$ cat config.mk
export PLATFORM = sky130hd
export DESIGN_NAME = button_mode_led_pattern_controller_flat
export DESIGN_NICKNAME = d
export VERILOG_FILES = /design/src/sv/bmlpc_pkg.sv /design/src/sv/bmlpc_if.sv /design/src/sv/bmlpc_tick.sv /design/src/sv/button_mode_led_pattern_controller.sv /design/src/flat_wrapper.sv
export VERILOG_INCLUDE_DIRS = /design/src /design/src/sv
export SDC_FILE = /design/constraint.sdc
export NUM_CORES = 1
export LEC_CHECK = 0
export BUFFER_PORTS_ARGS = -buffer_cell sky130_fd_sc_hd__buf_2
export CAP_MARGIN = 20
export CORE_MARGIN = 4
export CORE_UTILIZATION = 60
export CTS_CLUSTER_SIZE = 8
export DETAILED_ROUTE_END_ITERATION = 12
export PLACE_DENSITY = 0.78
export SETUP_SLACK_MARGIN = 0.4
export SYNTH_ARGS = -nofsm -noshare
export SYNTH_HDL_FRONTEND = slang
export SYNTH_SLANG_ARGS = --single-unit
export TNS_END_PERCENT = 10
$ cat constraint.sdc
create_clock -name clock -period 12.89 [get_ports clock]
set_clock_uncertainty 0.05 [all_clocks]
set_input_delay 2.578 -clock clock [delete_from_list [all_inputs] [get_ports clock]]
set_output_delay 2.578 -clock clock [all_outputs]
set_load 0.02 [all_outputs]
$ cat src/sv/button_mode_led_pattern_controller_assert.svh
// assertion macros for the led pattern controller
`ifndef BUTTON_MODE_LED_PATTERN_CONTROLLER_ASSERT_SVH
`define BUTTON_MODE_LED_PATTERN_CONTROLLER_ASSERT_SVH

// same-cycle implication
`define BMLPC_ASSERT_NOW(label, clk, rst, cond, prop) \
   label: assert property (@(posedge clk) disable iff (rst) (cond) |-> (prop)) \
      else $error("bmlpc assertion failed");

// next-cycle implication
`define BMLPC_ASSERT_NEXT(label, clk, rst, cond, prop) \
   label: assert property (@(posedge clk) disable iff (rst) (cond) |=> (prop)) \
      else $error("bmlpc assertion failed");

`endif

$ cat src/sv/bmlpc_pkg.sv
`timescale 1ns / 1ps

package bmlpc_pkg;

   localparam int POT_W     = 10;
   localparam int CFG_W     = 10;
   localparam int LED_W     = 3;
   localparam int STABLE_W  = 11;
   localparam int PATTERN_W = 14;
   localparam int LIM_W     = 13;
   localparam int STEPS     = 6;

   localparam logic [STABLE_W-1:0]  STABLE_MAX     = '1;
   localparam logic [PATTERN_W-1:0] PATTERN_MAX    = '1;
   localparam logic [CFG_W-1:0]     DEBOUNCE_RESET = 10'd50;
   localparam logic [CFG_W-1:0]     CHASE_RESET    = 10'd100;
   localparam logic [LED_W-1:0]     LED_NONE       = 3'b000;
   localparam logic [LED_W-1:0]     LED_ALL        = 3'b111;

   typedef enum logic [1:0] {
      MODE_OFF   = 2'd0,
      MODE_ON    = 2'd1,
      MODE_BLINK = 2'd2,
      MODE_CHASE = 2'd3
   } mode_type;

   typedef enum logic [0:0] {
      CSR_DEBOUNCE = 1'b0,
      CSR_CHASE    = 1'b1
   } csr_index_type;

   typedef logic [STEPS-1:0][LIM_W-1:0] chase_lim_type;

   typedef struct packed {
      logic [CFG_W-1:0] debounce;
      chase_lim_type    chase_lim;
   } cfg_type;

   typedef struct packed {
      mode_type               mode;
      logic                   last_raw;
      logic                   stable_btn;
      logic [STABLE_W-1:0]    stable_cnt;
      logic [PATTERN_W-1:0]   pattern_cnt;
      logic [LED_W-1:0]       led;
   } state_type;

   // step k of the chase fires once the count passes (k+1) * step
   function automatic chase_lim_type chase_limits(input logic [CFG_W-1:0] step);
      logic [LIM_W-1:0] s1;
      logic [LIM_W-1:0] s2;
      logic [LIM_W-1:0] s4;
      chase_lim_type    lim;
      s1 = {{(LIM_W-CFG_W){1'b0}}, step};
      s2 = s1 << 1;
      s4 = s1 << 2;
      lim[0] = s1;
      lim[1] = s2;
      lim[2] = s1 + s2;
      lim[3] = s4;
      lim[4] = s1 + s4;
      lim[5] = s2 + s4;
      return lim;
   endfunction

   localparam state_type STATE_RESET = '{
      mode:        MODE_OFF,
      last_raw:    1'b1,
      stable_btn:  1'b0,
      stable_cnt:  '0,
      pattern_cnt: '0,
      led:         LED_NONE
   };

endpackage

$ cat src/sv/bmlpc_if.sv
`timescale 1ns / 1ps

interface bmlpc_req_if;
   logic                          valid;
   logic                          ready;
   logic                          button_level;
   logic [bmlpc_pkg::POT_W-1:0]   pot_sample;

   modport source (output valid, output button_level, output pot_sample, input ready);
   modport sink   (input valid, input button_level, input pot_sample, output ready);
endinterface

interface bmlpc_rsp_if;
   logic                          valid;
   logic                          ready;
   logic [bmlpc_pkg::LED_W-1:0]   led_bits;
   logic [1:0]                    current_mode;

   modport source (output valid, output led_bits, output current_mode, input ready);
   modport sink   (input valid, input led_bits, input current_mode, output ready);
endinterface

$ cat src/sv/bmlpc_tick.sv
`timescale 1ns / 1ps

module bmlpc_tick (
   input  bmlpc_pkg::state_type                cur,
   input  bmlpc_pkg::cfg_type                  cfg,
   input  logic                                button_level,
   input  logic [bmlpc_pkg::POT_W-1:0]         pot_sample,
   output bmlpc_pkg::state_type                nxt
);
   import bmlpc_pkg::*;

   logic [PATTERN_W-1:0] pc_inc;

   assign pc_inc = (cur.pattern_cnt == PATTERN_MAX) ? cur.pattern_cnt
                                                    : cur.pattern_cnt + 14'd1;

   always_comb begin
      nxt = cur;

      // debounce
      if (button_level != cur.last_raw) begin
         nxt.stable_cnt = '0;
      end else if (cur.stable_cnt != STABLE_MAX) begin
         nxt.stable_cnt = cur.stable_cnt + 11'd1;
      end
      if (nxt.stable_cnt > {1'b0, cfg.debounce} && button_level != cur.stable_btn) begin
         nxt.stable_btn = button_level;
         if (button_level) begin
            nxt.mode = mode_type'(cur.mode + 2'd1);
         end
      end
      nxt.last_raw = button_level;

      // led pattern
      unique case (nxt.mode)
         MODE_OFF: begin
            nxt.led = LED_NONE;
         end
         MODE_ON: begin
            nxt.led = LED_ALL;
         end
         MODE_BLINK: begin
            nxt.pattern_cnt = (cur.mode != MODE_BLINK) ? '0 : pc_inc;
            if (nxt.pattern_cnt > {4'b0, pot_sample}) begin
               nxt.led         = ~cur.led;
               nxt.pattern_cnt = '0;
            end
         end
         MODE_CHASE: begin
            if (cur.mode != MODE_CHASE) begin
               nxt.pattern_cnt = '0;
               nxt.led         = LED_NONE;
            end else begin
               nxt.pattern_cnt = pc_inc;
            end
            if (nxt.pattern_cnt > {1'b0, cfg.chase_lim[0]}) begin
               nxt.led[0] = 1'b1;
            end
            if (nxt.pattern_cnt > {1'b0, cfg.chase_lim[1]}) begin
               nxt.led[0] = 1'b0;
               nxt.led[1] = 1'b1;
            end
            if (nxt.pattern_cnt > {1'b0, cfg.chase_lim[2]}) begin
               nxt.led[1] = 1'b0;
               nxt.led[2] = 1'b1;
            end
            if (nxt.pattern_cnt > {1'b0, cfg.chase_lim[3]}) begin
               nxt.led[2] = 1'b0;
               nxt.led[1] = 1'b1;
            end
            if (nxt.pattern_cnt > {1'b0, cfg.chase_lim[4]}) begin
               nxt.led[1] = 1'b0;
               nxt.led[0] = 1'b1;
            end
            if (nxt.pattern_cnt > {1'b0, cfg.chase_lim[5]}) begin
               nxt.led[0]      = 1'b0;
               nxt.pattern_cnt = '0;
            end
         end
      endcase
   end

endmodule

$ cat src/sv/button_mode_led_pattern_controller.sv
`timescale 1ns / 1ps

// channel   role     payload
// req_ch    sink     button_level, pot_sample (one tick per transfer)
// rsp_ch    source   led_bits, current_mode (one per request, after the tick)
// csr_*     write    index 0 debounce_ticks, index 1 chase_step_ticks
//
// two stages: an input register, then the tick update into the state register,
// whose led and mode fields drive the response payload
// one request per cycle sustained while rsp_ch.ready is high
// requests keep flowing while a response waits, until both stages are full
// reset is synchronous and restores the state and register reset values
// chase step multiples are formed when chase_step_ticks is written

module button_mode_led_pattern_controller (
   input  logic                          clock,
   input  logic                          reset,
   bmlpc_req_if.sink                     req_ch,
   bmlpc_rsp_if.source                   rsp_ch,
   input  logic                          csr_we,
   input  bmlpc_pkg::csr_index_type      csr_index,
   input  logic [bmlpc_pkg::CFG_W-1:0]   csr_wdata
);
   import bmlpc_pkg::*;

   `include "button_mode_led_pattern_controller_assert.svh"

   logic              in_valid_ff;
   logic              in_btn_ff;
   logic [POT_W-1:0]  in_pot_ff;
   logic              rsp_valid_ff;
   logic              rsp_valid_in;
   state_type         state_ff;
   state_type         state_in;
   cfg_type           cfg_ff;
   logic              tick_take;

   assign tick_take    = in_valid_ff && (!rsp_valid_ff || rsp_ch.ready);
   assign req_ch.ready = !in_valid_ff || tick_take;
   assign rsp_valid_in = tick_take || (rsp_valid_ff && !rsp_ch.ready);

   bmlpc_tick u_tick (
      .cur          (state_ff),
      .cfg          (cfg_ff),
      .button_level (in_btn_ff),
      .pot_sample   (in_pot_ff),
      .nxt          (state_in)
   );

   always_ff @(posedge clock) begin
      if (reset) begin
         in_valid_ff <= 1'b0;
      end else if (req_ch.ready) begin
         in_valid_ff <= req_ch.valid;
      end
   end

   always_ff @(posedge clock) begin
      if (req_ch.ready && req_ch.valid) begin
         in_btn_ff <= req_ch.button_level;
         in_pot_ff <= req_ch.pot_sample;
      end
   end

   always_ff @(posedge clock) begin
      if (reset) begin
         rsp_valid_ff <= 1'b0;
         state_ff     <= STATE_RESET;
      end else begin
         rsp_valid_ff <= rsp_valid_in;
         if (tick_take) begin
            state_ff <= state_in;
         end
      end
   end

   always_ff @(posedge clock) begin
      if (reset) begin
         cfg_ff.debounce  <= DEBOUNCE_RESET;
         cfg_ff.chase_lim <= chase_limits(CHASE_RESET);
      end else if (csr_we) begin
         unique case (csr_index)
            CSR_DEBOUNCE: cfg_ff.debounce  <= csr_wdata;
            CSR_CHASE:    cfg_ff.chase_lim <= chase_limits(csr_wdata);
         endcase
      end
   end

   assign rsp_ch.valid        = rsp_valid_ff;
   assign rsp_ch.led_bits     = state_ff.led;
   assign rsp_ch.current_mode = state_ff.mode;

   `BMLPC_ASSERT_NOW(a_off_dark, clock, reset,
      rsp_ch.valid && rsp_ch.current_mode == MODE_OFF, rsp_ch.led_bits == LED_NONE)
   `BMLPC_ASSERT_NOW(a_on_lit, clock, reset,
      rsp_ch.valid && rsp_ch.current_mode == MODE_ON, rsp_ch.led_bits == LED_ALL)
   `BMLPC_ASSERT_NOW(a_mode_step, clock, reset,
      !$past(reset) && state_ff.mode != $past(state_ff.mode),
      state_ff.mode == mode_type'($past(state_ff.mode) + 2'd1))
   `BMLPC_ASSERT_NEXT(a_state_hold, clock, reset,
      !tick_take, $stable(state_ff))

endmodule

$ cat src/flat_wrapper.sv
// flat-port wrapper written by rule: the top's interface ports become plain ports
module button_mode_led_pattern_controller_flat import bmlpc_pkg::*;
  (clock, reset, csr_we, csr_index, csr_wdata, req_ch_valid, req_ch_button_level, req_ch_pot_sample, req_ch_ready, rsp_ch_valid, rsp_ch_led_bits, rsp_ch_current_mode, rsp_ch_ready);
  bmlpc_req_if req_ch_i ();
  bmlpc_rsp_if rsp_ch_i ();
  input  logic clock;
  input  logic reset;
  input  logic csr_we;
  input  bmlpc_pkg::csr_index_type csr_index;
  input  logic [bmlpc_pkg::CFG_W-1:0] csr_wdata;
  input wire logic [$bits(req_ch_i.valid)-1:0] req_ch_valid;
  input wire logic [$bits(req_ch_i.button_level)-1:0] req_ch_button_level;
  input wire logic [$bits(req_ch_i.pot_sample)-1:0] req_ch_pot_sample;
  output wire logic [$bits(req_ch_i.ready)-1:0] req_ch_ready;
  output wire logic [$bits(rsp_ch_i.valid)-1:0] rsp_ch_valid;
  output wire logic [$bits(rsp_ch_i.led_bits)-1:0] rsp_ch_led_bits;
  output wire logic [$bits(rsp_ch_i.current_mode)-1:0] rsp_ch_current_mode;
  input wire logic [$bits(rsp_ch_i.ready)-1:0] rsp_ch_ready;
  assign req_ch_i.valid = req_ch_valid;
  assign req_ch_i.button_level = req_ch_button_level;
  assign req_ch_i.pot_sample = req_ch_pot_sample;
  assign req_ch_ready = req_ch_i.ready;
  assign rsp_ch_valid = rsp_ch_i.valid;
  assign rsp_ch_led_bits = rsp_ch_i.led_bits;
  assign rsp_ch_current_mode = rsp_ch_i.current_mode;
  assign rsp_ch_i.ready = rsp_ch_ready;
  button_mode_led_pattern_controller u_core (.clock(clock), .reset(reset), .req_ch(req_ch_i), .rsp_ch(rsp_ch_i), .csr_we(csr_we), .csr_index(csr_index), .csr_wdata(csr_wdata));
endmodule
# After elaboration in Yosys (flattened, before gate mapping)
# Index checks and enable logic that the tools add are counted.
# totals
rom_bits	0
ram_bits	0
register_bits	104
n_memories	0
latch_bits	0
# classes
n_mux	19
multipliers	0
div_mod_pow	0
reduce_logical	19
n_eq_ne	13
add_sub_neg	6
n_lt_le_gt_ge	8
n_shift	0
bitwise	2
# ops
op	n
$mux 14	5
$gt 14x13->1	3
$gt 14x10->1	2
$pmux 14 s2	1
$mux 11	2
$mux 17	1
$add 14x1->14 const B	1
$eq 14x14->1 const B	1
$gt 14x11->1	1
$gt 14x12->1	1
$add 10x12->13	1
$add 11x12->13	1
$add 10x11->12	1
$mux 2	6
$ne 6x6->1 const B	2
$pmux 3 s4	1
$add 11x1->11 const B	1
$gt 11x10->1	1
$ne 11x11->1 const B	1
$reduce_and 3->1	3
$reduce_and 2->1	4
$ne 2x2->1 const B	3
$eq 2x2->1 const B	2
$logic_and 1x1->1	4
12 further kinds	18

# Depth between registers and ports, before layout
# Gate-level depths: netlist of the first run.
# depth
depth_word	16
mapped_depth	20

# Modules after synthesis
# Synthesis of the first run repeated with hierarchy kept, for this count alone.
# unflattened
hier_cells	982
area_unflattened_um2	7568.5
# by_module_without_submodules
mod	cells_per_inst	area_per_inst_um2	instances
bmlpc_tick	556	3818.7	1
button_mode_led_pattern_controller	426	3749.8	1

# Least setup slack after synthesis of the first run
# OpenSTA, ideal clock, no wires.
# synth_timing
path_type	input to output
from	input port rsp_ch_ready
to	output port req_ch_ready
slack_ns	7.288
cell_stages	2
arrival_ns	2.974
required_time_ns	10.262
cell_sequence	nor2b_1 -> nand2_1
# synth_via
elab_chain_cells	3
# synth_rtl
element	line_no	source
from (decl)	flat_wrapper.sv:18	input wire logic [$bits(rsp_ch_i.ready)-1:0] rsp_ch_ready;
$logic_or 1x1->1	button_mode_led_pattern_controller.sv:38	assign tick_take = in_valid_ff && (!rsp_valid_ff || rsp_ch.ready);
$logic_and 1x1->1	button_mode_led_pattern_controller.sv:38	
$logic_or 1x1->1	button_mode_led_pattern_controller.sv:39	assign req_ch.ready = !in_valid_ff || tick_take;
to (decl)	flat_wrapper.sv:14	output wire logic [$bits(req_ch_i.ready)-1:0] req_ch_ready;
# Every way passes these cells.

# Final worst setup path of the first run
# Ends and elaborated chain as after synthesis.

==> results.md, run 1 <==
- Gr usage total: 26.8%
- Setup Fix Bufs, Post-CTS: 0
- Leak: about 3.3 nW
- Unrepaired setup endpoints after global routing: false
- Die X: 116 µm
- Clk sinks: 87
- Vias in the first global route: ~6300
- CP max stage delay: roughly 0.24 ns
- Yosys reg bits: 87
- Family with the most delay on the worst path: simple AND/OR/NAND/NOR gates
- Final Critical Period: a little under 6 ns
- Slew margin rel.: between 30% and 40%
- Initial Utilization: 61.5%
- PwrDens: 87.4 mW/mm²
- Setup crit end kind: output port
- Syn nets: 1023
- Top cell by count, worst path: buf_2
- Antenna-violating nets left: 0
- Clock Tree Buf Depth: 2
- Crit path arrival time: about 3.2 ns
- Hold Fails Final Rpt: 0
- Worst Setup Start Kind: input port
- Highest ir drop seen on vdd: 0.000101 V
- Starting DRT DRC Count: between 400 and 500
- # resized after CTS: 0
- F_max: 172 MHz
- Slowest cell on the critical path: nor2b_1
- Total number of H-tree levels: 3
- Critical Path, Cell by Cell: buf_2 -> nor2b_1 -> nand2_1 -> buf_2
- # DRC: 0
- Avg WL per Cell: 17.1 µm
- Critical path required time: 10.26 ns
- Max-cap violations: 0
- IO buf count: 33
- Fillers: ~970
- Clk_lat worst skew: 0.36 ns
- Syn avg cell area: 7.95 µm²
- GRT overflow: 0
- Antenna diodes: 0
- FFs w/ async S/R, synth: 0%
- Via/cell ratio: around 6.2
- Share of cells above drive strength 1: ~7.7%
- Cell count after synthesis: just under 900
- Crit-path max FO: 5
- Sequential area share after synthesis: 26.2%
- Die ar.: 0.0136 mm²
- First-pass iteration count of the detailed router: 5
- Class of the worst hold path: flip-flop to flip-flop
- Slew Viols, Final: 0
- Routed wire length: 17900 µm
- First-pass GRT wire length: 29100 µm
- # hold bufs at CTS: 0
- Slew @ Worst Pin: 0.935 ns
- Post-synthesis cell area: 0.00706 mm²
- Final Setup Violations: 0
- Core footprint: 0.0115 mm²
- Crit path buf inv count: 2
- Multi-input gate area: 0.00472 mm²
- Detail Placement HPWL: 13600 µm
- DR vias: 6489
- Nets: between 1000 and 1500
- Clock-pin slew on the worst setup and hold paths: roughly 0.07 ns
- CTS tree: done
- Cts bufs inserted: 9
- Setup TNS: 0 ns
- Area delta synth->final: 7.13%
- Synth Warn #: 0
- Initial antenna violation count: 0
- Hold Slack: 0.405 ns
- CP Class: input port to output port
- GPL Wtd Cong: approximately 0.96
- Chip Height: between 100 and 150 µm
- EDFF count, synth: 11
- Predominant post-synthesis flop cell: dfxtp_1
- Clock root cell: clkbuf_16
- Io pins: 34
- Synth unique cells: 78
- Fin crit share: between 40 and 50%
- Largest net degree at the start of global routing: 61
- Row count: 39
- Area occupied by registers: 0.00185 mm²
- Status: completed
-- worst register-to-register path: cells and delay by family (launching register included) --
kind / cells / cell delay (ns)
and+or+nand+nor: 5 / 1.90
AOI/OAI and AO/OA: 7 / 1.57
adders and majority gates: 2 / 0.73
DFF: 1 / 0.50
xor gates and xnor gates: 1 / 0.14
-- path summary, 6_finish.rpt --
check	startpoint	endpoint	slack, ns	depth (start not counted)
setup reg to reg	u_core.state_ff[3]	u_core.rsp_ch.led_bits[1]	7.95	15
hold reg to reg	u_core.cfg_ff[84]	u_core.cfg_ff[84]	0.41	2
hold / removal	u_core.cfg_ff[84]	u_core.cfg_ff[84]	0.41	2
setup / recovery	rsp_ch_ready	req_ch_ready	7.07	4
-- stage by stage --
step / instance area, µm² / cells / total power [mW] / worst slack [ns] / util [%]
after floorplan: 7060 / 888 / 0.363 / 7.29 / -
after global routing: 7560 / 1044 / 0.687 / 7.01 / 65.9
after global placement: 7230 / 1027 / 0.385 / 7.11 / 63.0
final: 7560 / 1044 / 0.661 / 7.07 / 65.9
after detailed placement: 7230 / 1027 / 0.390 / 7.07 / 63.0
after CTS: 7530 / 1043 / 0.663 / 7.07 / 65.7
-- per-layer routing --
metal / vias to the layer above / GRT usage [%] / wire (µm)
li1: 3176 / - / -
met1: 3059 / 33.9 / 7810
met2: 209 / 44.7 / 8550
met3: 45 / 5.03 / 944
met4: 0 / 11.9 / 580
met5: - / 0 / 0
-- cell families (layout without fill, tap and decap cells) --
| group | Yosys count | count (layout) | share of synthesized area, % |
|---|---|---|---|
| simple gates | 320 | 320 | 22.5 |
| compound gates | 217 | 217 | 20.2 |
| buf+inv | 118 | 131 | 6.86 |
| fa+ha+maj | 108 | 108 | 19.4 |
| flops | 87 | 87 | 26.2 |
| xor+xnor | 32 | 32 | 3.97 |
| mux | 6 | 6 | 0.869 |
-- layout make-up --
cell class | instances | share of cell area, %
clock buffers | 11 | 3.21
clock inverters | 5 | 0.860
inverters | 80 | 3.97
multi-input cells | 683 | 62.5
flip-flops and latches | 87 | 24.5
well taps | 143 | 2.37
repair buffers | 35 | 2.65
-- power by group --
part	leakage [nW]	switching, mW	total (mW)	internal (mW)
registers	0.728	0.00625	0.292	0.286
clock network	0.152	0.116	0.274	0.158
logic	2.46	0.0591	0.0952	0.0361
-- state kept, by name, summed over array words and instances (netlist names) --
| register | count |
|---|---|
| u_core.in_pot_ff | 10 |
| u_core.state_ff | 27 |
| u_core.in_valid_ff | 1 |
| u_core.rsp_ch.current_mode | 2 |
| u_core.rsp_ch.valid | 1 |
| u_core.cfg_ff | 42 |
| u_core.in_btn_ff | 1 |
| u_core.rsp_ch.led_bits | 3 |
-- Yosys cell counts (3+ instances only) --
cell type | number | area share, %
a2111oi_0 | 3 | 0.37
o21ai_1 | 4 | 0.28
nand3_1 | 37 | 2.6
o21a_1 | 5 | 0.53
a21oi_1 | 89 | 6.3
nand2b_1 | 8 | 0.71
nor4_1 | 5 | 0.44
o211ai_1 | 13 | 1.4
nor2b_1 | 19 | 1.7
nand4_1 | 16 | 1.4
o21ai_0 | 26 | 1.8
a22oi_1 | 4 | 0.43
a21boi_0 | 3 | 0.32
dfxtp_1 | 76 | 22
and3_1 | 9 | 0.80
or4b_1 | 3 | 0.43
edfxtp_1 | 11 | 4.7
a31oi_1 | 10 | 0.89
buf_1 | 4 | 0.21
inv_1 | 80 | 4.3
o31ai_1 | 5 | 0.53
nand2_1 | 120 | 6.4
nor3_1 | 18 | 1.3
buf_4 | 7 | 0.74
and4_1 | 4 | 0.50
buf_2 | 6 | 0.43
a41oi_1 | 3 | 0.37
xnor2_1 | 13 | 1.6
o311ai_0 | 4 | 0.50
ha_1 | 106 | 19
a21o_1 | 13 | 1.4
xor2_1 | 19 | 2.4
a211oi_1 | 9 | 0.96
and2_1 | 6 | 0.53
clkbuf_1 | 20 | 1.1
nor2_1 | 56 | 3.0
mux2i_1 | 5 | 0.71
-- cell usage in the layout (no fill, tap or decap), drive strengths merged, types with 11 or more instances in the layout --
master | netlist | final
a21o | 13 | 13
a21oi | 90 | 90
buf | 18 | 35
clkbuf | 20 | 11
dfxtp | 76 | 76
edfxtp | 11 | 11
ha | 106 | 106
inv | 80 | 82
nand2 | 120 | 120
nand3 | 38 | 38
nand4 | 18 | 18
nor2 | 56 | 56
nor2b | 19 | 19
nor3 | 18 | 18
o211ai | 13 | 13
o21ai | 31 | 31
xnor2 | 13 | 13
xor2 | 19 | 19
(Power assumes the default switching activity.)
==> inputs of run 2 (changes only) <==
--- a/config.mk
+++ b/config.mk
@@ -6,6 +6,7 @@
 export SDC_FILE = /design/constraint.sdc
 export NUM_CORES = 1
 export LEC_CHECK = 0
+export ABC_AREA = 1
 export BUFFER_PORTS_ARGS = -buffer_cell sky130_fd_sc_hd__buf_2
 export CAP_MARGIN = 20
 export CORE_MARGIN = 4
==> constraint.sdc (replaced) <==
create_clock -name clock -period 5.6 [get_ports clock]
set_clock_uncertainty 0.05 [all_clocks]
set_input_delay 1.12 -clock clock [delete_from_list [all_inputs] [get_ports clock]]
set_output_delay 1.12 -clock clock [all_outputs]
set_load 0.02 [all_outputs]
==> results.md, run 2 <==
- Syn avg cell area: 6.98 µm² (was 7.95 µm²)
- Class of the worst hold path: flip-flop to flip-flop (unchanged)
- Highest ir drop seen on vdd: 0.000173 V (was 0.000101 V)
- Hold Fails Final Rpt: 0 (unchanged)
- Most frequent cells in the layout: nand2_1 (223), inv_1 (154), ha_1 (106) (was nand2_1 (120), ha_1 (106), a21oi_1 (89))
- GR peak layer: met2 (unchanged)
- Complex-gate fraction of the synthesized area: 16.0% (was 20.2%)
- Total power draw: 1.61 mW (was 661 µW)
- Starting DRT DRC Count: 378 (was 414)
- Critical path required time: 5.78 ns (was 10.26 ns)
- Inst Count DP: 1172 (was 1027)
- Io pins: 34 (unchanged)
- Xor/xnor cell area share of the yosys netlist: 2.56% (was 3.97%)
- Crit path arrival time: 4.06 ns (was 3.19 ns)
- Top cell by count, worst path: nand2_1 (was buf_2)
- Area delta synth->final: 7.62% (was 7.13%)
- Post-Synth Adder-Cell Area: 19.2% (was 19.4%)
- Hold Slack: 0.413 ns (was 0.405 ns)
- Setup TNS: 0 ns (unchanged)
- # DRC: 0 (unchanged)
- Max reg flops: 42 (unchanged)
- Post-DP Area: 0.00736 mm² (was 0.00723 mm²)
- Total number of H-tree levels: 3 (unchanged)
- Cell count after synthesis: 1021 (was 888)
- Fin crit share: roughly 69%
- CP max stage delay: 0.39 ns (was 0.24 ns)
- Sequential area share after synthesis: 26.0% (was 26.2%)
- Die ar.: 0.0137 mm² (was 0.0136 mm²)
- Cts bufs inserted: 9 (unchanged)
- Setup WS post-layout: 1.72 ns (was 7.07 ns)
- Critical Path, Cell by Cell: ha_1 -> nand4_2 -> nor2_1 -> nand4_1 -> inv_1 -> o21ai_0 -> inv_1 -> ha_1 -> nand2_1 -> inv_1 -> a21oi_1 -> nand2_1 -> nand2_1 -> nand2_1 -> nand2_1 -> nand2_2 -> nand2_1 -> nand2_1 -> nand2_1 -> inv_1 -> nor2_4 -> inv_2 -> a22oi_1 -> nor2_1 (was buf_2 -> nor2b_1 -> nand2_1 -> buf_2)
- Core footprint: 0.0115 mm² (about the same)
- Status: completed (unchanged)
- Vias in the first global route: 6023 (was 6271)
- DR vias: 6630 (was 6489)
- Final core utilization: 66.6% (was 65.9%)
- Final Critical Period: 3.88 ns
- GR Util met3: 4.32% (was 5.03%)
- Finished Layout Cells: 1188 (was 1044)
- Sequential Power Share: 42.6% (was 44.2%)
- GPL Wtd Cong: 0.971 (was 0.960)
- Switch Pwr: 472 µW (was 181 µW)
- Slowest cell on the critical path: dfxtp_1 (was nor2b_1)
- FFs w/ async S/R, synth: 0% (unchanged)
- # resized after CTS: 0 (unchanged)
- Reg with most FFs: u_core.cfg_ff (unchanged)
- Avg WL per Cell: 14.8 µm (was 17.1 µm)
- Mux cell area share after synthesis: 0% (was 0.869%)
- Unrepaired setup endpoints after global routing: false (unchanged)
- Post-synth top cells: nand2_1 (223), inv_1 (154), ha_1 (106), a21oi_1 (87), nor2_1 (87) (was nand2_1 (120), ha_1 (106), a21oi_1 (89), inv_1 (80), dfxtp_1 (76))
- Die X: 117 µm (was 116 µm)
- Nets: 1175 (was 1031)
- Synth unique cells: 48 (was 78)
- Final Setup Violations: 0 (unchanged)
- First-pass iteration count of the detailed router: 8 (was 5)
- Gr usage total: 26.7% (was 26.8%)
- Met1 Use GR: 35.5% (was 33.9%)
- Combinational Power Share: 17.2% (was 14.4%)
- Most common cell in the netlist: nand2_1 (unchanged)
- Clock-pin slew on the worst setup and hold paths: 0.07 ns (about the same)
- Fillers: 1059 (was 966)
- Largest regs: u_core.cfg_ff (42), u_core.state_ff (27), u_core.in_pot_ff (10) (unchanged)
- Antenna-violating nets left: 0 (unchanged)
- F_max: between 200 and 300 MHz
- Slew Viols, Final: 0 (unchanged)
- Most common cell after layout, fill and taps aside: nand2_1 (unchanged)
- Cell taking the most area after synthesis: dfxtp_1 (unchanged)
- Largest family of logic cells by synthesized area: simple AND/OR/NAND/NOR gates (unchanged)
- Setup Fix Bufs, Post-CTS: 0 (unchanged)
- Crit-path max FO: 17 (was 5)
- PwrDens: 210 mW/mm² (was 87.4 mW/mm²)
- CP Class: flip-flop to flip-flop (was input port to output port)
- Max-cap violations: 0 (unchanged)
- EDFF count, synth: 11 (unchanged)
- Area contributors post-synth: dfxtp_1 (21%), ha_1 (19%), nand2_1 (12%), inv_1 (8.1%), a21oi_1 (6.1%) (was dfxtp_1 (22%), ha_1 (19%), nand2_1 (6.4%), a21oi_1 (6.3%), edfxtp_1 (4.7%))
- Slew @ Worst Pin: 0.874 ns (was 0.935 ns)
- Clk_lat worst skew: 0.36 ns (about the same)
- First-pass GRT wire length: 28700 µm (was 29100 µm)
- Post-synthesis cell area: 0.00713 mm² (was 0.00706 mm²)
- Pre-CTS setup slack: 1.76 ns (was 7.07 ns)
- Setup crit end kind: flip-flop (was output port)
- Met2 global-route usage: 43.0% (was 44.7%)
- CTS tree: done (unchanged)
- Synth Warn #: 0 (unchanged)
- # hold bufs at CTS: 0 (unchanged)
- Top cell type's share of synthesized area: 21.3% (was 21.6%)
- Clock share of power: 40.2% (was 41.4%)
- IO buf count: 33 (unchanged)
- Initial antenna violation count: 0 (unchanged)
- Yosys reg bits: 87 (unchanged)
- Sw Share: 29.3% (was 27.5%)
- Syn nets: 1156 (was 1023)
- Share of cells above drive strength 1: 7.85% (was 7.66%)
- Internal: 1.14 mW (was 480 µW)
- Slew margin rel.: 41.7% (was 37.3%)
- Simple-gate share of the synthesized area: 26.0% (was 22.5%)
- Routed wire length: 17600 µm (was 17900 µm)
- Predominant post-synthesis flop cell: dfxtp_1 (unchanged)
- Via/cell ratio: 5.58 (was 6.22)
- Clock root cell: clkbuf_16 (unchanged)
- Clock Tree Buf Depth: 2 (unchanged)
- Initial Utilization: 61.9% (was 61.5%)
- GRT overflow: 0 (unchanged)
- Leak: 4.00 nW (was 3.34 nW)
- Worst Setup Start Kind: flip-flop (was input port)
- Largest net degree at the start of global routing: 53 (was 61)
- Final Instance Area: 0.00767 mm² (was 0.00756 mm²)
- Antenna diodes: 0 (unchanged)
- Clk sinks: 87 (unchanged)
- Row count: 39 (unchanged)
- Detail Placement HPWL: 13500 µm (was 13600 µm)
- Chip Height: 117 µm (was 116 µm)
run 2: cell count changes after synthesis, moves of 7 or more:
| cell | before | now |
|---|---|---|
| and3_1 | 9 | 0 |
| xor2_1 | 19 | 12 |
| o21ai_0 | 26 | 61 |
| nand2_1 | 120 | 223 |
| nor2_1 | 56 | 87 |
| nor2b_1 | 19 | 0 |
| inv_1 | 80 | 154 |
| nand2b_1 | 8 | 0 |
| nor3_1 | 18 | 5 |
| a21o_1 | 13 | 1 |
| nand3_1 | 37 | 57 |
run 2: cell type report:
class	count	area [µm²]	area share [%]
multi-input combinational	746	4540	59.2
sequential	87	1850	24.1
inverter	161	607	7.91
clock buffer	10	250	3.26
timing repair buffer	35	180	2.35
tap	143	179	2.33
clock inverter	6	65.1	0.848
run 2: routing by layer:
layer	wire [µm]	vias up
met5	0	-
met4	503	0
met3	886	46
met2	8070	185
met1	8100	2964
li1	-	3435
run 2: cells by family after synthesis:
kind of cell               after synthesis
adders and majority gates              108
AOI/OAI and AO/OA                      201
and+or+nand+nor                        417
DFF                                     87
buffers and inverters                  188
xor gates and xnor gates                20
run 2: path summary, 6_finish.rpt:
path / startpoint / end / slack [ns] / cells past startpoint
setup reg to reg: u_core.state_ff[17] / u_core.state_ff[14] / 1.72 / 24
hold reg to reg: u_core.in_valid_ff / u_core.rsp_ch.valid / 0.41 / 2
hold / removal: u_core.in_valid_ff / u_core.rsp_ch.valid / 0.41 / 2
setup / recovery: u_core.state_ff[17] / u_core.state_ff[14] / 1.72 / 24
run 2: power by group through the flow:
stage,Combinational [mW],Clock (mW),Sequential [mW]
4_1_cts,0.276,0.654,0.686
3_3_place_gp,0.268,0,0.699
6_report,0.277,0.647,0.686
5_1_grt,0.322,0.676,0.689
3_5_place_dp,0.273,0,0.699
2_1_floorplan,0.205,0,0.695
run 2: critical path, delay by kind of cell, from the launching register on:
kind / cells / cell delay [ns]
buf+inv: 5 / 0.66
compound gates: 3 / 0.49
simple gates: 14 / 1.70
fa+ha+maj: 2 / 0.48
flops: 1 / 0.39
==> inputs of run 3 (changes only) <==
--- a/config.mk
+++ b/config.mk
@@ -10,7 +10,7 @@
 export BUFFER_PORTS_ARGS = -buffer_cell sky130_fd_sc_hd__buf_2
 export CAP_MARGIN = 20
 export CORE_MARGIN = 4
-export CORE_UTILIZATION = 60
+export CORE_UTILIZATION = 57
 export CTS_CLUSTER_SIZE = 8
 export DETAILED_ROUTE_END_ITERATION = 12
 export PLACE_DENSITY = 0.78
==> constraint.sdc (replaced) <==
create_clock -name clock -period 3.3 [get_ports clock]
set_clock_uncertainty 0.05 [all_clocks]
set_input_delay 0.66 -clock clock [delete_from_list [all_inputs] [get_ports clock]]
set_output_delay 0.66 -clock clock [all_outputs]
set_load 0.02 [all_outputs]
==> results.md, run 3 (same netlist as run 2, synthesis figures left out) <==
- Slew margin rel.: 40.9% (was 41.7%)
- Chip Height: 120 µm (was 117 µm)
- GPL Wtd Cong: 0.940 (was 0.971)
- Clock root cell: clkbuf_16 (unchanged)
- Routed wire length: 19900 µm (was 17600 µm)
- Hold Startpoint: u_core.cfg_ff[85] (was u_core.in_valid_ff)
- Crit-path max FO: 8 (was 17)
- First-pass iteration count of the detailed router: 6 (was 8)
- Setup WS post-layout: -0.0854 ns (was 1.72 ns)
- Fin crit share: 103% (was 69.3%)
- R2r setup slk: -0.09 ns (was 1.72 ns)
- Class of the worst hold path: flip-flop to flip-flop (unchanged)
- Hold EP: u_core.cfg_ff[85] (was u_core.rsp_ch.valid)
- Family with the most delay on the worst path: simple AND/OR/NAND/NOR gates (unchanged)
- Largest net degree at the start of global routing: 39 (was 53)
- Critical path required time: 3.53 ns (was 5.78 ns)
- First-pass GRT wire length: 31500 µm (was 28700 µm)
- Initial antenna violation count: 0 (unchanged)
- Total power draw: 2.82 mW (was 1.61 mW)
- Largest regs: u_core.cfg_ff (42), u_core.state_ff (27), u_core.in_pot_ff (10) (unchanged)
- Clock-pin slew on the worst setup and hold paths: 0.07 ns (about the same)
- Row count: 40 (was 39)
- Crit path arrival time: 3.62 ns (was 4.06 ns)
- Crit path buf inv count: 6 (was 5)
- Slowest cell on the critical path: dfxtp_4 (was dfxtp_1)
- CP Class: flip-flop to flip-flop (unchanged)
- FF-to-FF End: u_core.state_ff[3] (was u_core.state_ff[14])
- Pre-CTS setup slack: -0.0382 ns (was 1.76 ns)
- Total number of H-tree levels: 3 (unchanged)
- Depth of the most critical reg-to-reg path: 26 (was 24)
- Core footprint: 0.0121 mm² (was 0.0115 mm²)
- Reg with most FFs: u_core.cfg_ff (unchanged)
- Area delta synth->final: 21.7% (was 7.62%)
- Failing checks: setup timing
- Clk_lat worst skew: 0.35 ns (was 0.36 ns)
- WHS Path Cells: 2 (unchanged)
- # DRC: 0 (unchanged)
- Avg WL per Cell: 15.5 µm (was 14.8 µm)
- IO buf count: 33 (unchanged)
- CP max stage delay: 0.37 ns (was 0.39 ns)
- Top cell by count, worst path: nand2_1 (unchanged)
- Final Setup Violations: 14 (was 0)
- Detail Placement HPWL: 14100 µm (was 13500 µm)
- Max reg flops: 42 (unchanged)
- Highest ir drop seen on vdd: 0.000304 V (was 0.000173 V)
- Setup crit end kind: flip-flop (unchanged)
- # hold bufs at CTS: 0 (unchanged)
- Io pins: 34 (unchanged)
- Starting DRT DRC Count: 477 (was 378)
- Worst Setup Start Kind: flip-flop (unchanged)
- PwrDens: 325 mW/mm² (was 210 mW/mm²)
- Hold Fails Final Rpt: 0 (unchanged)
- Leak: 4.40 nW (was 4.00 nW)
- Hold Slack: 0.412 ns (was 0.413 ns)
- DR vias: 7130 (was 6630)
- Unrepaired setup endpoints after global routing: true (was false)
- Clock Tree Buf Depth: 2 (unchanged)
- Most common cell after layout, fill and taps aside: nand2_1 (unchanged)
- RR Startpoint: u_core.state_ff[18] (was u_core.state_ff[17])
- CTS tree: done (unchanged)
- Antenna diodes: 0 (unchanged)
- Initial Utilization: 58.9% (was 61.9%)
- Die ar.: 0.0144 mm² (was 0.0137 mm²)
- Clk sinks: 87 (unchanged)
- Setup TNS: -0.531 ns (was 0 ns)
- GRT overflow: 0 (unchanged)
- Gr usage total: 27.1% (was 26.7%)
- Status: finished, violations left (was completed)
- Nets: 1244 (was 1175)
- Final Critical Period: 3.39 ns (was 3.88 ns)
- Max-cap violations: 0 (unchanged)
- F_max: 295 MHz (was 258 MHz)
- Most frequent cells in the layout: nand2_1 (210), inv_1 (148), ha_1 (100) (was nand2_1 (223), inv_1 (154), ha_1 (106))
- Vias in the first global route: 6743 (was 6023)
- Slew Viols, Final: 0 (unchanged)
- Die X: 120 µm (was 117 µm)
- Slew @ Worst Pin: 0.884 ns (was 0.874 ns)
- Via/cell ratio: 5.56 (was 5.58)
- Share of cells above drive strength 1: 20.2% (was 7.85%)
- Antenna-violating nets left: 0 (unchanged)
- Cts bufs inserted: 9 (unchanged)
[run 3: area by class of cell]
type,instances,area (µm²)
clock inverters,7,95.1
clock buffers,9,225
well taps,168,210
flip-flops and latches,87,1870
inverters,161,613
fillers,943,3430
repair buffers,104,771
multi-input cells,746,4890
[run 3: report_power, final]
group	internal, mW	switching, mW	total [mW]
Combinational	0.199	0.343	0.541
Clock	0.665	0.454	1.12
Sequential	1.13	0.0328	1.16
Total	2.00	0.829	2.82
[run 3: stage by stage]
stage                     instances  util [%]  cell area, µm²
after floorplan                1021         -            7210
after global placement         1227      63.7            7720
after detailed placement       1227      63.7            7720
after CTS                      1273      69.9            8470
after global routing           1282      71.7            8680
final                          1282      71.7            8680
[run 3: worst max path at each step]
stage / slack [ns] / from / depth (start not counted) / to
finish: -0.09 / u_core.state_ff[18] / 26 / u_core.state_ff[3]
global route: -0.28 / u_core.state_ff[18] / 25 / u_core.state_ff[3]
CTS: 0.17 / u_core.state_ff[17] / 25 / u_core.state_ff[6]
detailed placement: -0.04 / u_core.state_ff[17] / 26 / u_core.rsp_ch.led_bits[0]
global placement: 0.02 / u_core.state_ff[17] / 26 / u_core.rsp_ch.led_bits[0]
floorplan: 0.40 / u_core.state_ff[18] / 24 / u_core.state_ff[15]
[run 3: repair_timing]
| action | CTS | global route |
|---|---|---|
| gates resized for setup | 50 | 34 |
| buffers inserted | 29 | 9 |
| setup endpoints to repair | 18 | 21 |
| cloned | 1 | 0 |
| hold endpoints to repair | 0 | 0 |
| pin swaps | 24 | 23 |
[run 3: per-layer routing]
metal	wire (µm)	global-route usage, %
met1	8570	33.8
met2	9540	46.4
met4	862	12.6
met5	0	0
met3	946	3.63
[run 3: tightest hold or removal path: stages, from the launching register on]
cell,delay [ns]
dfxtp_1,0.30
inv_1,0.06
a21oi_1,0.06
